### config.mk
export PLATFORM = sky130hd
export DESIGN_NAME = ptfe_ctrl
export DESIGN_NICKNAME = d
export VERILOG_FILES = /design/src/rtl/core/ptfe_pkg.sv /design/src/rtl/core/ptfe_ctrl.sv
export SDC_FILE = /design/constraint.sdc
export NUM_CORES = 1
export LEC_CHECK = 0
export BUFFER_PORTS_ARGS = -buffer_cell sky130_fd_sc_hd__buf_2
export CAP_MARGIN = 10
export CORE_AREA = 5 5 42 44
export DETAILED_ROUTE_END_ITERATION = 10
export DIE_AREA = 0 0 47 49
export HOLD_SLACK_MARGIN = 0.08
export PLACE_DENSITY = 0.5
export SETUP_SLACK_MARGIN = 0.02
export SLEW_MARGIN = 20
export SYNTH_ARGS = -nofsm -noshare
export SYNTH_HDL_FRONTEND = slang
export SYNTH_SLANG_ARGS = --single-unit
### constraint.sdc
create_clock -name clk -period 2.2 [get_ports clk]
set_clock_uncertainty 0.15 [all_clocks]
set_input_delay 0.22 -clock clk [delete_from_list [all_inputs] [get_ports clk]]
set_output_delay 0.22 -clock clk [all_outputs]
set_load 0.02 [all_outputs]
### src/rtl/core/ptfe_pkg.sv
// Package for the programmable table FSM engine: sizes, opcodes, status codes,
// item/result records and the controller <-> datapath command/status structs.
// No dependencies.
package ptfe_pkg;

	localparam int STATE_SLOTS = 16;
	localparam int EVENT_SLOTS = 16;
	localparam int ACTION_BITS = 8;

	localparam int ID_W      = 32;
	localparam int LIM_W     = 5;
	localparam int ACT_IO_W  = 8;
	localparam int CFG_IDX_W = 2;

	localparam int SIDX_W   = $clog2(STATE_SLOTS);
	localparam int EIDX_W   = $clog2(EVENT_SLOTS);
	localparam int SCNT_W   = $clog2(STATE_SLOTS + 1);
	localparam int ECNT_W   = $clog2(EVENT_SLOTS + 1);
	localparam int TR_AW    = SIDX_W + EIDX_W;
	localparam int TR_DEPTH = 1 << TR_AW;

	typedef enum logic [1:0] {
		OP_REG_STATE = 2'd0,
		OP_REG_EVENT = 2'd1,
		OP_PROGRAM   = 2'd2,
		OP_DELIVER   = 2'd3
	} op_t;

	typedef enum logic [1:0] {
		RS_DONE     = 2'd0,
		RS_UNKNOWN  = 2'd1,
		RS_FULL     = 2'd2,
		RS_NO_TRANS = 2'd3
	} status_t;

	typedef enum logic [CFG_IDX_W-1:0] {
		CFG_STATE_LIMIT = 2'd0,
		CFG_EVENT_LIMIT = 2'd1,
		CFG_INSTANCE_ID = 2'd2
	} cfg_idx_t;

	typedef struct packed {
		op_t                   opcode;
		logic [ID_W-1:0]       state_code;
		logic [ID_W-1:0]       next_state_code;
		logic [ID_W-1:0]       event_code;
		logic                  make_initial;
		logic                  has_action;
		logic [ACT_IO_W-1:0]   action_code;
	} item_t;

	typedef struct packed {
		status_t               status;
		logic [ID_W-1:0]       present_id;
		logic                  action_fired;
		logic [ACT_IO_W-1:0]   fired_action;
		logic [ID_W-1:0]       machine_id;
		logic [ID_W-1:0]       event_echo;
	} result_t;

	// controller -> datapath
	typedef struct packed {
		logic load;    // latch accepted item
		logic issue;   // register id lookup and transition read (deliver)
		logic commit;  // apply side effects, load result register
	} cmd_t;

	// datapath -> controller
	typedef struct packed {
		logic is_deliver;
	} sts_t;

endpackage

### src/rtl/core/ptfe_ctrl.sv
// Controller of the programmable table FSM engine: sequences accept, lookup,
// transition read and result transfer. Depends on ptfe_pkg.
module ptfe_ctrl (
	input  logic            clk,
	input  logic            arst_n,
	input  logic            in_valid,
	output logic            in_ready,
	output logic            out_valid,
	input  logic            out_ready,
	output ptfe_pkg::cmd_t  cmd,
	input  ptfe_pkg::sts_t  sts
);
	import ptfe_pkg::*;

	typedef enum logic [1:0] {
		S_IDLE,
		S_LOOK,
		S_READ
	} ctrl_state_t;

	ctrl_state_t state_q;
	logic        out_valid_q;
	logic        slot_free;

	assign slot_free = !out_valid_q || out_ready;
	assign in_ready  = (state_q == S_IDLE);
	assign out_valid = out_valid_q;

	always_comb begin
		cmd = '0;
		case (state_q)
			S_IDLE: cmd.load = in_valid;
			S_LOOK: begin
				cmd.issue  = sts.is_deliver;
				cmd.commit = !sts.is_deliver && slot_free;
			end
			S_READ: cmd.commit = slot_free;
			default: ;
		endcase
	end

	always_ff @(posedge clk or negedge arst_n) begin
		if (!arst_n) begin
			state_q     <= S_IDLE;
			out_valid_q <= 1'b0;
		end else begin
			if (cmd.commit)
				out_valid_q <= 1'b1;
			else if (out_ready)
				out_valid_q <= 1'b0;
			case (state_q)
				S_IDLE: if (in_valid) state_q <= S_LOOK;
				S_LOOK: begin
					if (sts.is_deliver)
						state_q <= S_READ;
					else if (slot_free)
						state_q <= S_IDLE;
				end
				S_READ: if (slot_free) state_q <= S_IDLE;
				default: state_q <= S_IDLE;
			endcase
		end
	end

endmodule

==> results.yml, run 1 <==
outcome:
  outcome: "completed"
setup_path:
  critPathMaxFanout: 4
  worst_setup_path_start_kind: "flop"
  cpPeakStageDelay_ps: 370
  path_class: "flop to primary output"
  path_cells: "inv_1 -> ha_1 -> nor2b_2 -> o21ai_1 -> nor2b_1 -> buf_2"
  cp_data_required_time_ps: 1830
  cp_top_family: "flip-flops"
  worst_setup_path_end_kind: "primary output"
  critPathSlowestCell: "dfrtp_1"
  arrival_ps: 1400
  crit_buf_inv: 2
power:
  leakage_nw: 0.182
  power_density_nw_per_um2: 1270
  peakVddDrop_v: 0.000332
global_routing:
  antenna_found_initial: 0
  grt_pass1_vias: 227
  grt_pass1_wl_microns: 814
  gr-total-overflow: 0
  grt_max_degree: 5
  track_usage_pct: 5.16
timing:
  fmax_mhz: 566
  worstMarginPinSlew_ps: 229
  relSlewSlack_pct: 84.6
  period_minus_slack_ps: 1770
  hold_viol: 0
  timing.final.crit_share_pct: 80.3
  setup_tns_ps: 0
  finalSetupViolCount: 0
  slew_violations: 0
  rsz0062_at_grt: "no"
die:
  core_area_sq_um: 1400
  die_w_microns: 47
  dieArea_sq_um: 2300
  rows: 14
  die_y_microns: 49
  ios: 10
  initial_core_util_pct: 17.5
clock_tree:
  cts_tree: "done"
  clkSinkCount: 3
  cts-htree-levels: 1
  cts_buffer_depth: 2
  cts_root_buffer: "clkbuf_4"
  clk_latency_ps: 230
  cts_setup_buffers: 0
  numCtsBuffers: 3
  clk_pin_slew_worst_paths_ps: 40
synth:
  synth.distinct_cells: 16
  synth-seq-cells: 3
  synth_area_sq_um: 245
  synthCells: 25
  synth_nets: 34
  ys_warn_count: 0
  syn_area_per_cell_sq_um: 9.81
  yosysSeqAreaShare_pct: 30.6
layout:
  layout_commonest_cell: "buf_2"
  mostFrequentLayoutCells: "buf_2 (9), ha_1 (4), inv_1 (3), clkbuf_4 (3), dfrtp_1 (3)"
  synthToLayoutAreaGrowth_pct: 41.3
  fin_nets: 49
  drive_gt1_share_pct: 38.5
  n_antenna_cell: 0
  fill_cells: 163
  final_cell_area_sq_um: 347
drt:
  drt-total-wl_microns: 483
  vias: 211
  dr.pass1.iters: 4
  via_per_inst: 3.84
  ant_nets: 0
  wl_per_cell_microns: 8.78
  initialDrtViolationCount: 1
  remaining_drc_errors: 0
hold_path:
  hp-class: "input pin to asynchronous set/reset pin"
flow_run:
  drv_cap: 0
place:
  portBuffers: 9
  gp_congestion: 0.647
  place_area_sq_um: 310
==> area by class of cell <==
class	count	area (sq um)	area share (%)
Tap cell	16	20.0	5.78
Clock buffer	4	26.3	7.58
Multi-Input combinational cell	19	159	45.8
Sequential cell	3	75.1	21.7
Timing Repair Buffer	10	55.1	15.9
Inverter	3	11.3	3.25
==> power breakdown <==
group | internal (mW) | switching [mW] | leakage (nW)
clock network | 0.0679 | 0.0273 | 0.0150
registers | 0.0780 | 0.0185 | 0.0394
logic | 0.105 | 0.144 | 0.128
==> synthesized netlist by cell type <==
| master | number | area [sq um] |
|---|---|---|
| a21o_1 | 1 | 7.51 |
| a22oi_1 | 1 | 7.51 |
| and2_1 | 1 | 6.26 |
| and2_4 | 1 | 8.76 |
| dfrtp_1 | 3 | 75.1 |
| ha_1 | 4 | 50.1 |
| inv_1 | 3 | 11.3 |
| nand2_1 | 1 | 3.75 |
| nand2b_1 | 1 | 6.26 |
| nor2_1 | 1 | 3.75 |
| nor2b_1 | 2 | 12.5 |
| nor2b_2 | 1 | 8.76 |
| nor3b_1 | 1 | 7.51 |
| o21ai_1 | 1 | 5.00 |
| o21bai_1 | 2 | 15.0 |
| o41ai_2 | 1 | 16.3 |
==> timing repair <==
item                                    CTS  global route
resized for setup                         0             0
hold buffers                              1             0
endpoints found under the setup margin    0             0
hold endpoints to repair                  3             0
==> metal layers <==
metal,track usage [%],wire length (microns),vias up
met4,5.53,0,0
met3,1.11,45,0
li1,-,-,112
met2,7.92,247,6
met5,0,0,-
met1,5.10,190,93
==> kinds of logic after synthesis <==
logic type,Yosys count,share of synthesized area (%)
AO/OA/AOI/OAI,6,20.9
adder cells (fa/ha/maj),4,20.4
buffers and inverters,3,4.59
flip-flops,3,30.6
AND/OR/NAND/NOR,9,23.5
==> worst paths after layout <==
kind / slack [ps] / start / endpoint / depth (start not counted)
max in group asynchronous: 1640 / arst_n / out_valid / 2
min in group clk: 200 / out_ready / out_valid / 3
setup / recovery: 430 / state_q[1] / cmd[0] / 6
hold reg to reg: 380 / state_q[1] / state_q[1] / 1
hold / removal: 160 / arst_n / state_q[1] / 2
setup reg to reg: 720 / state_q[0] / state_q[1] / 5
==> registers in the layout, summed over array words and instances (netlist names) <==
register   flops
out_valid      1
state_q        2
==> stage by stage <==
stage	setup WS (ps)	std cells	power, mW	hold slack (ps)	utilization [%]
after floorplan	676	25	0.284	-226	-
after global placement	674	50	0.352	-130	22.1
after detailed placement	664	50	0.351	-131	22.1
after CTS	409	55	0.454	152	24.7
after global routing	332	55	0.484	167	24.7
final	433	55	0.441	160	24.7
Power figures use the tool's default switching activity.
==> inputs of run 2 (changes only) <==
--- a/config.mk
+++ b/config.mk
@@ -5,13 +5,14 @@
 export SDC_FILE = /design/constraint.sdc
 export NUM_CORES = 1
 export LEC_CHECK = 0
+export ABC_AREA = 1
 export BUFFER_PORTS_ARGS = -buffer_cell sky130_fd_sc_hd__buf_2
 export CAP_MARGIN = 10
 export CORE_AREA = 5 5 42 44
 export DETAILED_ROUTE_END_ITERATION = 10
 export DIE_AREA = 0 0 47 49
 export HOLD_SLACK_MARGIN = 0.08
-export PLACE_DENSITY = 0.5
+export PLACE_DENSITY = 0.51
 export SETUP_SLACK_MARGIN = 0.02
 export SLEW_MARGIN = 20
 export SYNTH_ARGS = -nofsm -noshare
==> constraint.sdc (replaced) <==
create_clock -name clk -period 1.8 [get_ports clk]
set_clock_uncertainty 0.15 [all_clocks]
set_input_delay 0.18 -clock clk [delete_from_list [all_inputs] [get_ports clk]]
set_output_delay 0.18 -clock clk [all_outputs]
set_load 0.02 [all_outputs]
==> results.yml, run 2 <==
synth:
  ys_top_cells_by_count: "nand2_1 (11), inv_1 (6), ha_1 (4)"
  synth.distinct_cells: 13
  synth.most_common_cell: "nand2_1"
  yosysSeqAreaShare_pct: 29.0
  synthCells: 34
  synth_edf_count: 0
  ys.flop_type: "dfrtp_1"
  ys_warn_count: 0
  synth_nets: 43
  synth_area_leader_cell: "dfrtp_1"
  async_flop_share_pct: 100
  yosysTopAreaCellShare_pct: 29.0
  syn_area_per_cell_sq_um: 7.62
  yosys-top-cells-area: "dfrtp_1 (29%), ha_1 (19%), nand2_1 (16%)"
  synth_area_sq_um: 259
  synth-seq-cells: 3
global_routing:
  antenna_found_initial: 0
  grt_pass1_wl_microns: 986
  met2_usage_pct: 8.37
  grt_max_degree: 5
  grt_pass1_vias: 239
  gr-total-overflow: 0
  top_usage_layer: "met2"
  use_met3_pct: 4.43
  grtUsageMet1_pct: 7.08
  track_usage_pct: 6.14
setup_path:
  r2r_start: "state_q[0]"
  path_class: "flop to primary output"
  cp_data_required_time_ps: 1470
  worst_setup_path_end_kind: "primary output"
  path_cells: "inv_2 -> ha_1 -> o21bai_4 -> nand2_1 -> a21oi_2 -> buf_4"
  r2r-end: "state_q[1]"
  critPathSlowestCell: "dfrtp_2"
  cpPeakStageDelay_ps: 430
  crit_start: "state_q[0]"
  critPathMaxFanout: 3
  worst_setup_path_start_kind: "flop"
  arrival_ps: 1360
  worst_r2r_path_depth: 7
  r2r_setup_slack_ps: 450
layout:
  n_antenna_cell: 0
  fill_cells: 163
  layout.area.seq_sq_um: 76.3
  fin_nets: 61
  multi_input_area_sq_um: 170
  drive_gt1_share_pct: 47.1
  top_register: "state_q"
  mostFrequentLayoutCells: "nand2_1 (11), buf_2 (8), inv_1 (4)"
  layout_commonest_cell: "nand2_1"
  synthToLayoutAreaGrowth_pct: 55.1
  largest_reg_flops: 2
die:
  ios: 10
  core_area_sq_um: 1400
  initial_core_util_pct: 18.5
  die_w_microns: 47
  die_y_microns: 49
  rows: 14
  dieArea_sq_um: 2300
drt:
  drt-total-wl_microns: 554
  remaining_drc_errors: 0
  dr.pass1.iters: 2
  vias: 254
  ant_nets: 0
  initialDrtViolationCount: 6
  via_per_inst: 3.79
  wl_per_cell_microns: 8.27
hold_path:
  min_path_cells: 4
  holdPathEnd: "out_valid"
  hp-class: "input pin to flop"
  hold_start: "out_ready"
place:
  portBuffers: 9
  dpl.hpwl_microns: 420
  gp_congestion: 0.608
timing:
  finalSetupViolCount: 0
  hold_ws_ps: 110
  period_minus_slack_ps: 1690
  slew_violations: 0
  fmax_mhz: 590
  hold_viol: 0
  rsz0062_at_grt: "no"
  timing.final.crit_share_pct: 94.2
  setup_tns_ps: 0
  worstMarginPinSlew_ps: 129
  relSlewSlack_pct: 91.3
power:
  swShare_pct: 46.3
  leakage_nw: 0.231
  peakVddDrop_v: 0.000367
  p_sw_mw: 0.307
  intPower_mw: 0.357
  seqPwrFrac_pct: 20.0
  power_density_nw_per_um2: 1650
  clkPwrFrac_pct: 17.5
  combPwrFrac_pct: 62.5
clock_tree:
  clkSinkCount: 3
  clk_pin_slew_worst_paths_ps: 40
  cts_tree: "done"
  cts-htree-levels: 1
  cts_root_buffer: "clkbuf_4"
  clk_latency_ps: 230
  cts_buffer_depth: 2
  numCtsBuffers: 3
flow_run:
  drv_cap: 0
outcome:
  outcome: "completed"
[run 2: cell count changes after synthesis, moves of 2 or more]
cell	previous run	this run
nor2_2	0	2
inv_1	3	6
nor2b_1	2	0
o21bai_1	2	0
nand2_1	1	11
[run 2: critical path, delay by kind of cell, from the launching register on]
| family | cells | cell delay, ps |
|---|---|---|
| flops | 1 | 430 |
| compound gates | 2 | 230 |
| buf+inv | 2 | 220 |
| fa+ha+maj | 1 | 160 |
| simple gates | 1 | 100 |
[run 2: cell families after synthesis]
family | share of synthesized area [%]
buffers and inverters | 10.1
adders and majority gates | 19.3
and+or+nand+nor | 29.0
AOI/OAI and AO/OA | 12.6
DFF | 29.0
[run 2: layout make-up]
class                   count  area share (%)
well taps                  16            4.98
clock buffers               4            6.54
flip-flops and latches      3            19.0
inverters                   7            6.54
repair buffers             13            20.6
multi-input cells          24            42.4
[run 2: repair_timing]
action | 4_1_cts | 5_1_grt
endpoints found under the setup margin | 1 | 1
buffers inserted | 0 | 2
resized for setup | 3 | 3
hold buffers | 2 | 0
hold endpoints to repair | 4 | 0
[run 2: power by group through the flow]
| stage | Sequential (mW) | Combinational [mW] | Clock (mW) |
|---|---|---|---|
| after CTS | 0.131 | 0.370 | 0.123 |
| final | 0.133 | 0.415 | 0.116 |
| after global placement | 0.129 | 0.351 | 0 |
| after floorplan | 0.131 | 0.263 | 0 |
| after detailed placement | 0.129 | 0.353 | 0 |
| after global routing | 0.138 | 0.478 | 0.130 |
[run 2: worst max path at each step]
stage | to | depth (start not counted)
CTS | cmd[0] | 7
detailed placement | cmd[0] | 7
floorplan | cmd[0] | 6
global route | cmd[0] | 7
finish | cmd[0] | 6
global placement | cmd[0] | 7
[run 2: metrics by stage]
| stage | area [sq um] | worst slack (ps) | util, % | power (mW) | instances |
|---|---|---|---|---|---|
| 2_1_floorplan | 259 | 359 | - | 0.395 | 34 |
| 3_3_place_gp | 324 | 243 | 23.1 | 0.480 | 59 |
| 3_5_place_dp | 324 | 231 | 23.1 | 0.482 | 59 |
| 4_1_cts | 375 | 24.0 | 26.8 | 0.625 | 65 |
| 5_1_grt | 402 | 25.9 | 28.7 | 0.745 | 67 |
| 6_report | 402 | 105 | 28.7 | 0.664 | 67 |
[run 2: metal layers]
metal / vias up / part of all wire (%)
met5: - / 0
met1: 110 / 42
met3: 0 / 11
met4: 0 / 0
met2: 8 / 48
li1: 136 / -
